**config.mk**
```make
export PLATFORM = sky130hd
export DESIGN_NAME = descriptor_slot_table_top
export DESIGN_NICKNAME = d
export VERILOG_FILES = /design/src/sv/dst_pkg.sv /design/src/sv/dst_key_mem.sv /design/src/sv/dst_ctrl.sv /design/src/sv/descriptor_slot_table_top.sv
export SDC_FILE = /design/constraint.sdc
export NUM_CORES = 2
export LEC_CHECK = 0
export BUFFER_PORTS_ARGS = -buffer_cell sky130_fd_sc_hd__buf_2
export CORE_UTILIZATION = 25
export CTS_BUF_LIST = sky130_fd_sc_hd__clkbuf_4 sky130_fd_sc_hd__clkbuf_8
export DETAILED_ROUTE_END_ITERATION = 7
export SLEW_MARGIN = 0
export SYNTH_ARGS = -nofsm -noshare
export SYNTH_HDL_FRONTEND = slang
export SYNTH_HIERARCHICAL = 1
export SYNTH_SLANG_ARGS = --single-unit
```
**constraint.sdc**
```tcl
create_clock -name clk -period 11.01 [get_ports clk]
set_input_delay 1.6515 -clock clk [delete_from_list [all_inputs] [get_ports clk]]
set_output_delay 1.6515 -clock clk [all_outputs]
set_load 0.05 [all_outputs]
```
**src/sv/dst_pkg.sv**
```systemverilog
// shared constants, codes and types of the descriptor slot table
package dst_pkg;

	localparam int SLOT_COUNT = 64;
	localparam int ADDR_W = (SLOT_COUNT > 1) ? $clog2(SLOT_COUNT) : 1;
	localparam int PTR_W = $clog2(SLOT_COUNT + 1);
	localparam int KEY_W = 64;
	localparam int OP_W = 2;
	localparam int SLOT_W = 6;
	localparam int IDX_W = 6;
	localparam int ST_W = 2;

	localparam logic [PTR_W-1:0] PTR_FULL = PTR_W'(SLOT_COUNT);

	localparam logic [OP_W-1:0] OP_ALLOC = 2'd0;
	localparam logic [OP_W-1:0] OP_DELETE = 2'd1;
	localparam logic [OP_W-1:0] OP_FIND = 2'd2;

	localparam logic [ST_W-1:0] ST_OK = 2'd0;
	localparam logic [ST_W-1:0] ST_FULL = 2'd1;
	localparam logic [ST_W-1:0] ST_INVALID = 2'd2;

	typedef struct packed {
		logic wr_en;
		logic [ADDR_W-1:0] wr_addr;
		logic [KEY_W-1:0] wr_data;
		logic rd_en;
		logic [ADDR_W-1:0] rd_addr;
	} mem_req_t;

endpackage

```
**src/sv/dst_key_mem.sv**
```systemverilog
// key memory of the slot table with per-slot valid bits for reset clearing
module dst_key_mem
	import dst_pkg::*;
(
	input  logic clk,
	input  logic arst_n,
	input  mem_req_t req,
	output logic [KEY_W-1:0] rd_data
);

	logic [KEY_W-1:0] mem [SLOT_COUNT];
	logic [SLOT_COUNT-1:0] vld_q;
	logic [KEY_W-1:0] mem_data_q;
	logic rd_vld_q;

	always_ff @(posedge clk) begin
		if (req.wr_en) begin
			mem[req.wr_addr] <= req.wr_data;
		end
		if (req.rd_en) begin
			mem_data_q <= mem[req.rd_addr];
		end
	end

	always_ff @(posedge clk or negedge arst_n) begin
		if (!arst_n) begin
			vld_q <= '0;
			rd_vld_q <= 1'b0;
		end else begin
			if (req.wr_en) begin
				vld_q[req.wr_addr] <= 1'b1;
			end
			if (req.rd_en) begin
				rd_vld_q <= vld_q[req.rd_addr];
			end
		end
	end

	assign rd_data = rd_vld_q ? mem_data_q : '0;

endmodule

```
**src/sv/dst_ctrl.sv**
```systemverilog
// sequencer for allocate, delete and find, with the free pointer and slot scan
module dst_ctrl
	import dst_pkg::*;
(
	input  logic clk,
	input  logic arst_n,
	input  logic in_valid,
	output logic in_ready,
	input  logic [OP_W-1:0] operation,
	input  logic [KEY_W-1:0] key_value,
	input  logic [SLOT_W-1:0] slot_index,
	output logic out_valid,
	input  logic out_ready,
	output logic [ST_W-1:0] status,
	output logic [IDX_W-1:0] result_index,
	output mem_req_t mem_req,
	input  logic [KEY_W-1:0] rd_data
);

	typedef enum logic [1:0] {
		S_IDLE,
		S_SCAN,
		S_OUT
	} state_t;

	state_t state_q;
	logic [PTR_W-1:0] ptr_q;
	logic [PTR_W-1:0] rd_addr_q;
	logic chk_vld_s1;
	logic [PTR_W-1:0] chk_addr_s1;
	logic find_q;
	logic [KEY_W-1:0] target_q;
	logic [ST_W-1:0] res_status_q;
	logic [IDX_W-1:0] res_index_q;
	logic out_valid_q;
	logic [ST_W-1:0] out_status_q;
	logic [IDX_W-1:0] out_index_q;

	logic accept;
	logic slot_ok;
	logic slot_below;
	logic have_free;
	logic issue;
	logic hit;

	assign in_ready = (state_q == S_IDLE);
	assign accept = in_valid && in_ready;
	assign slot_ok = 32'(slot_index) < 32'(SLOT_COUNT);
	assign slot_below = 32'(slot_index) < 32'(ptr_q);
	assign have_free = ptr_q < PTR_FULL;
	assign issue = rd_addr_q < PTR_FULL;
	assign hit = chk_vld_s1 && (rd_data == target_q);

	always_comb begin
		mem_req.wr_en = 1'b0;
		mem_req.wr_addr = ADDR_W'(ptr_q);
		mem_req.wr_data = key_value;
		if (accept && operation == OP_ALLOC && have_free) begin
			mem_req.wr_en = 1'b1;
		end else if (accept && operation == OP_DELETE && slot_ok) begin
			mem_req.wr_en = 1'b1;
			mem_req.wr_addr = ADDR_W'(slot_index);
			mem_req.wr_data = '0;
		end
		mem_req.rd_en = (state_q == S_SCAN) && issue && !hit;
		mem_req.rd_addr = ADDR_W'(rd_addr_q);
	end

	always_ff @(posedge clk or negedge arst_n) begin
		if (!arst_n) begin
			state_q <= S_IDLE;
			ptr_q <= '0;
			rd_addr_q <= '0;
			chk_vld_s1 <= 1'b0;
			chk_addr_s1 <= '0;
			find_q <= 1'b0;
			target_q <= '0;
			res_status_q <= ST_INVALID;
			res_index_q <= '0;
			out_valid_q <= 1'b0;
			out_status_q <= ST_INVALID;
			out_index_q <= '0;
		end else begin
			if (out_ready) begin
				out_valid_q <= 1'b0;
			end
			case (state_q)
				S_IDLE: begin
					if (accept) begin
						res_status_q <= ST_INVALID;
						res_index_q <= '0;
						chk_vld_s1 <= 1'b0;
						state_q <= S_OUT;
						case (operation)
							OP_ALLOC: begin
								if (!have_free) begin
									res_status_q <= ST_FULL;
								end else begin
									res_status_q <= ST_OK;
									res_index_q <= IDX_W'(ptr_q);
									if (key_value != '0) begin
										find_q <= 1'b0;
										target_q <= '0;
										rd_addr_q <= ptr_q + PTR_W'(1);
										state_q <= S_SCAN;
									end
								end
							end
							OP_DELETE: begin
								if (slot_ok) begin
									res_status_q <= ST_OK;
									res_index_q <= IDX_W'(slot_index);
									if (slot_below) begin
										ptr_q <= PTR_W'(slot_index);
									end
								end
							end
							OP_FIND: begin
								if (key_value != '0) begin
									find_q <= 1'b1;
									target_q <= key_value;
									rd_addr_q <= '0;
									state_q <= S_SCAN;
								end
							end
							default: begin
								res_status_q <= ST_INVALID;
							end
						endcase
					end
				end
				S_SCAN: begin
					if (hit) begin
						if (find_q) begin
							res_status_q <= ST_OK;
							res_index_q <= IDX_W'(chk_addr_s1);
						end else begin
							ptr_q <= chk_addr_s1;
						end
						state_q <= S_OUT;
					end else if (!issue) begin
						if (!find_q) begin
							ptr_q <= PTR_FULL;
						end
						state_q <= S_OUT;
					end else begin
						chk_vld_s1 <= 1'b1;
						chk_addr_s1 <= rd_addr_q;
						rd_addr_q <= rd_addr_q + PTR_W'(1);
					end
				end
				S_OUT: begin
					if (!out_valid_q || out_ready) begin
						out_valid_q <= 1'b1;
						out_status_q <= res_status_q;
						out_index_q <= res_index_q;
						state_q <= S_IDLE;
					end
				end
				default: begin
					state_q <= S_IDLE;
				end
			endcase
		end
	end

	assign out_valid = out_valid_q;
	assign status = out_status_q;
	assign result_index = out_index_q;

endmodule

```
**src/sv/descriptor_slot_table_top.sv**
```systemverilog
// top level of the descriptor slot table: control sequencer and key memory
// One request is worked at a time. Delete, allocate into a full table,
// allocate of key zero, find of key zero and unknown operations skip the
// scan: their result goes from the result register to the output register.
// A find of a nonzero key reads one slot per cycle from slot 0 through the
// single read port of the key memory until it hits or passes the last slot.
// An allocate of a nonzero key writes the key, then scans upward from the
// slot after it for the next free one before it answers; the next request
// is taken only once the result has moved to the output register. The table
// is cleared by per-slot valid bits at reset, so no clearing pass is needed.
module descriptor_slot_table_top
	import dst_pkg::*;
(
	input  logic clk,
	input  logic arst_n,
	input  logic in_valid,
	output logic in_ready,
	input  logic [OP_W-1:0] operation,
	input  logic [KEY_W-1:0] key_value,
	input  logic [SLOT_W-1:0] slot_index,
	output logic out_valid,
	input  logic out_ready,
	output logic [ST_W-1:0] status,
	output logic [IDX_W-1:0] result_index
);

	mem_req_t mem_req;
	logic [KEY_W-1:0] rd_data;

	dst_key_mem u_mem (
		.clk     (clk),
		.arst_n  (arst_n),
		.req     (mem_req),
		.rd_data (rd_data)
	);

	dst_ctrl u_ctrl (
		.clk          (clk),
		.arst_n       (arst_n),
		.in_valid     (in_valid),
		.in_ready     (in_ready),
		.operation    (operation),
		.key_value    (key_value),
		.slot_index   (slot_index),
		.out_valid    (out_valid),
		.out_ready    (out_ready),
		.status       (status),
		.result_index (result_index),
		.mem_req      (mem_req),
		.rd_data      (rd_data)
	);

	a_busy_after_accept: assert property (@(posedge clk) disable iff (!arst_n)
		in_valid && in_ready |=> !in_ready)
		else $error("request taken while previous one still in progress");

	a_write_on_accept: assert property (@(posedge clk) disable iff (!arst_n)
		mem_req.wr_en |-> in_valid && in_ready)
		else $error("key memory written outside a request");

	a_read_when_busy: assert property (@(posedge clk) disable iff (!arst_n)
		mem_req.rd_en |-> !in_ready && !mem_req.wr_en)
		else $error("scan read while idle or during a write");

	a_fail_index_zero: assert property (@(posedge clk) disable iff (!arst_n)
		out_valid && status != ST_OK |-> result_index == '0)
		else $error("nonzero index on failed request");

endmodule

```
# == Yosys cells after proc, flatten, opt, wreduce, memory -nomap -nowiden ==
# Memories as Yosys holds them, arrays and structs flattened. A register that Yosys moved wholly into a read port is not among the register bits.
# Index checks and enable logic that the tools add are counted.
# Widths: inputs -> output; s select.
# op_classes
addsub,2
order_cmp,6
muxes,61
n_bitwise,2
reduce_logical,24
eq_ne,22
# op_table
operator,count
$mux 64,4
$pmux 64 s2,1
$mux 7,13
$mux 71,1
$mux 70,1
$eq 64x64->1,1
$or 64x64->64,1
$reduce_bool 64->1,1
$pmux 7 s2,3
$mux 6,4
$pmux 6 s2,2
$mux 2,9
$mux 1,15
$ne 3x3->1 const B,5
$add 7x1->7 const B,2
$lt 6x7->1 const B,2
$lt 7x7->1 const B,2
$ne 2x1->1 const B,6
$ne 2x2->1 const B,6
$pmux 2 s2,3
$reduce_and 6->1,2
$logic_and 1x1->1,8
$reduce_and 4->1,2
$reduce_and 8->1,1
15 further kinds,22
# totals
out_inout_bits,10
mem_count,1
reg_bits,171
wordCells,132
ram_bits,4096
# mem_list
memory,depth,word_bits,rd,rd_ports_with_merged_regs,write_ports,line,text
u_mem.mem,64,64,1,1,1,dst_key_mem.sv:11,logic [KEY_W-1:0] mem [SLOT_COUNT];

# == Depth between registers and ports, before layout ==
# logic_depth
ltp_word,10
mapped_depth,13
depth_no_buf,11

# == Hierarchy ==
# The synthesis kept the hierarchy.
# modules_own_cells
module,seq_area_each_um2,area_each_um2,instances,cells_each
dst_key_mem,126546.4,158737.2,1,6762
dst_ctrl,2655.0,5863.1,1,568

# == Worst setup path after synthesis ==
# OpenSTA, ideal clock, no wires.
# synth_timing
kind,input to register
from,in in_valid
to,reg u_mem.vld_q[40]
path_slack_ns,0.941
cell_stages,9
n_path_buf,2
required_time_ns,10.907
arrival_time_ns,9.966
path_cell_list,inv_1 > nor3_1 > nand2_1 > clkbuf_1 > mux2_2 > clkbuf_1 > nand4b_1 > nor4_1 > or2_2
# synth_lines
item,line,text
start: declaration,descriptor_slot_table_top.sv:16,"input logic in_valid,"
end signal: assignment,dst_key_mem.sv:27,vld_q <= '0;
end signal: indexed assignment,dst_key_mem.sv:31,vld_q[req.wr_addr] <= 1'b1;
end: declaration,dst_key_mem.sv:12,logic [SLOT_COUNT-1:0] vld_q;

==> results.yml <==
logic_synthesis:
  syn-num-nets: 7413
  yosysTopAreaCell: "edfxtp_1"
  synth_edf_count: 4160
  async_flop_share_pct: 3.95
  synth_commonest_cells: "edfxtp_1 (4160), mux4_2 (1032), a22oi_1 (517)"
  syn_inst: 7330
  syn-cell-area_um2: 165000
  seq_area_frac_synth_pct: 78.5
  netlist_top_cells_area: "edfxtp_1 (76%), mux4_2 (14%), dfrtp_1 (2.6%)"
  synth.most_common_cell: "edfxtp_1"
  ys_ff_latch: 4331
  syn_area_per_cell_um2: 22.5
  synth_top_area_share_pct: 75.9
  synth.distinct_cells: 56
  ys_warn_count: 6
  synth_flop_cell: "edfxtp_1"
routing:
  ant_nets: 0
  topRoutingLayerUsed: "met5"
  route.met3.wl_um: 56600
  m1WireLength_um: 197000
  wire_per_inst_um: 28.0
  num_vias: 82999
  drt_wl_total_um: 481000
  drtIter0Drc: 11765
  dr.pass1.iters: 6
  wl_met2_um: 215000
  drc: 0
  viasPerCell: 4.84
clock_network:
  cts-resized-gates: 0
  cts_tree: "built"
  post_cts_buffers: 0
  postCtsHoldBufs: 0
  clock_latency_ns: 1.29
  clk_pin_slew_ns: 0.06
  cts_buffers: 675
  cts-root-buf: "clkbuf_8"
  cts.path.max_buffers: 4
  clock_sinks: 4331
  htreeDepth: 6
timing:
  finalSetupViolCount: 0
  max_slew_margin_pct: 6.31
  skew_ns: 0.136
  finalMaxSlewViolations: 0
  tightestPinTransition_ns: 1.41
  setup_tns_ns: 0
  fmax_ghz: 0.174
  finalHoldViolations: 0
  rsz0062_at_grt: "no"
  finalCritPeriodShare_pct: 52.2
  hold-worst-slack_ns: 0.426
  finalCriticalPeriod_ns: 5.74
worst_setup_path:
  endpoint_kind: "flop"
  crit_type: "in -> reg"
  crit_fanout: 56
  rr_worst_depth: 9
  worstPathArrival_ns: 6.59
  required_ns: 11.85
  r2r-start: "u_ctrl/state_q[0]$_DFFE_PN0P_"
  worstSetupStartpointType: "input pin"
  r2r_setup_slack_ns: 5.50
  startpoint: "in_valid"
pwr:
  power_leakage_uw: 0.0584
  power_density_nw_per_um2: 234
  p_clk_share_pct: 30.3
  ir_drop_mv: 0.194
  switching_power_uw: 14100
  seq_power_share_pct: 43.8
  sw_frac_of_total_pct: 31.7
  p_int_uw: 30400
  comb_power_share_pct: 25.9
finish:
  stdcell_count: 17165
  drive_gt1_share_pct: 31.2
  area_delta_synth_final_pct: 15.6
  nets: 8003
  fill_cells: 63477
  stdcell_area_um2: 190000
global_routing:
  grt_pass1_wl_um: 665000
  grtUsageTotal_pct: 14.1
  grt_max_degree: 128
  grt_pass1_vias: 82184
  antenna_found_initial: 70
  grt-ovfl-total: 0
job:
  drv_cap: 0
floorplanning:
  initial_utilization_pct: 25.1
  die_y_um: 813
  ios: 86
  placementRows: 297
  die_area_um2: 662000
  core_um2: 655000
  die_w_um: 813
place:
  globalplace.congestion: 0.888
  port_buffers: 85
  dpl_cell_area_um2: 177000
  hpwl_um: 281000
  dp.cells: 15913
run_status:
  status: "finished, final reports clean"
worst_hold_path:
  hp-class: "in -> async"
==> flip-flops by register name, indices dropped and copies added (netlist names) <==
name,flops
u_ctrl/out_valid,1
u_ctrl/res_status_q,2
u_ctrl/res_index_q,6
u_mem/mem_data_q,64
u_ctrl/target_q,64
u_ctrl/result_index,6
u_ctrl/status,2
u_ctrl/find_q,1
u_ctrl/chk_addr_s1,7
u_ctrl/chk_vld_s1,1
u_ctrl/state_q,2
u_mem/vld_q,64
u_mem/mem,4096
u_ctrl/ptr_q,7
u_mem/rd_vld_q,1
u_ctrl/rd_addr_q,7
==> cell usage in the layout (no fill, tap or decap), types with 21 or more instances in the layout <==
master,Yosys,layout
clkinv_2,0,62
a21oi_1,263,263
diode_2,0,32
buf_4,31,239
xnor2_1,47,47
mux4_2,1032,1032
or4_1,64,64
and2_1,130,104
nor2_4,0,62
clkbuf_8,0,704
a22oi_1,517,517
nand2_1,49,46
buf_2,91,84
buf_12,0,21
clkinv_1,0,155
a22o_1,69,69
or2_2,68,67
dfrtp_1,169,166
edfxtp_1,4160,4160
clkbuf_4,0,229
==> routing by layer <==
layer	track usage (%)	vias up
met5	0	-
met4	3.78	26
met3	4.31	711
met2	21.1	4777
met1	19.7	44896
li1	-	32589
==> kinds of logic (layout without fill, tap and decap cells) <==
kind of cell / Yosys count / after routing / share of synthesized area [%]
compound gates: 904 / 904 / 3.78
xor+xnor: 63 / 63 / 0.335
buf+inv: 454 / 1586 / 1.19
mux: 1077 / 1077 / 14.4
fa+ha+maj: 7 / 7 / 0.0532
other cells: 0 / 32 / 0
simple gates: 494 / 494 / 1.73
flops: 4331 / 4331 / 78.5
==> worst max-delay path, cell delays in order <==
cell     delay [ns]
buf_2          0.17
inv_1          0.11
nor3_1         0.05
buf_4          0.18
nand2_4        0.19
buf_4          0.66
mux2_2         0.54
nor2_1         0.20
nand3_1        0.62
nor2_4         1.29
buf_4          0.80
==> power groups by stage <==
stage               Clock [µW]  Sequential (µW)  Combinational [µW]
detailed placement           0            19800               11500
CTS                      13700            19400               11600
global placement             0            19800               11500
global route             14400            19500               12100
floorplan                    0            19500                7460
finish                   13500            19500               11500
==> metrics by stage <==
| step | utilization [%] | total power [µW] | worst slack [ns] |
|---|---|---|---|
| global placement | 27.0 | 31300 | 4.16 |
| global route | 29.0 | 46000 | 5.21 |
| detailed placement | 27.0 | 31300 | 4.17 |
| CTS | 29.0 | 44700 | 5.50 |
| finish | 29.0 | 44500 | 5.27 |
| floorplan | - | 26900 | 0.941 |
==> layout make-up <==
type	count	area (µm²)	area share, %
Clock inverter	286	1930	1.01
Antenna cell	32	80.1	0.0421
Timing Repair Buffer	346	2660	1.40
Tap cell	8671	10800	5.70
Sequential cell	4331	129000	67.9
Inverter	21	83.8	0.0441
Multi-Input combinational cell	2545	34100	17.9
Clock buffer	933	11400	6.00
==> worst paths after layout <==
kind	endpoint
setup / recovery	u_mem/mem[57][63]$_DFFE_PP_
hold / removal	u_mem/vld_q[61]$_DFFE_PN0P_
setup reg to reg	u_mem/mem[57][63]$_DFFE_PP_
hold reg to reg	u_mem/vld_q[57]$_DFFE_PN0P_
max in group asynchronous	u_ctrl/target_q[53]$_DFFE_PN0P_
min in group clk	u_mem/vld_q[57]$_DFFE_PN0P_
Power figures use the tool's default switching activity.
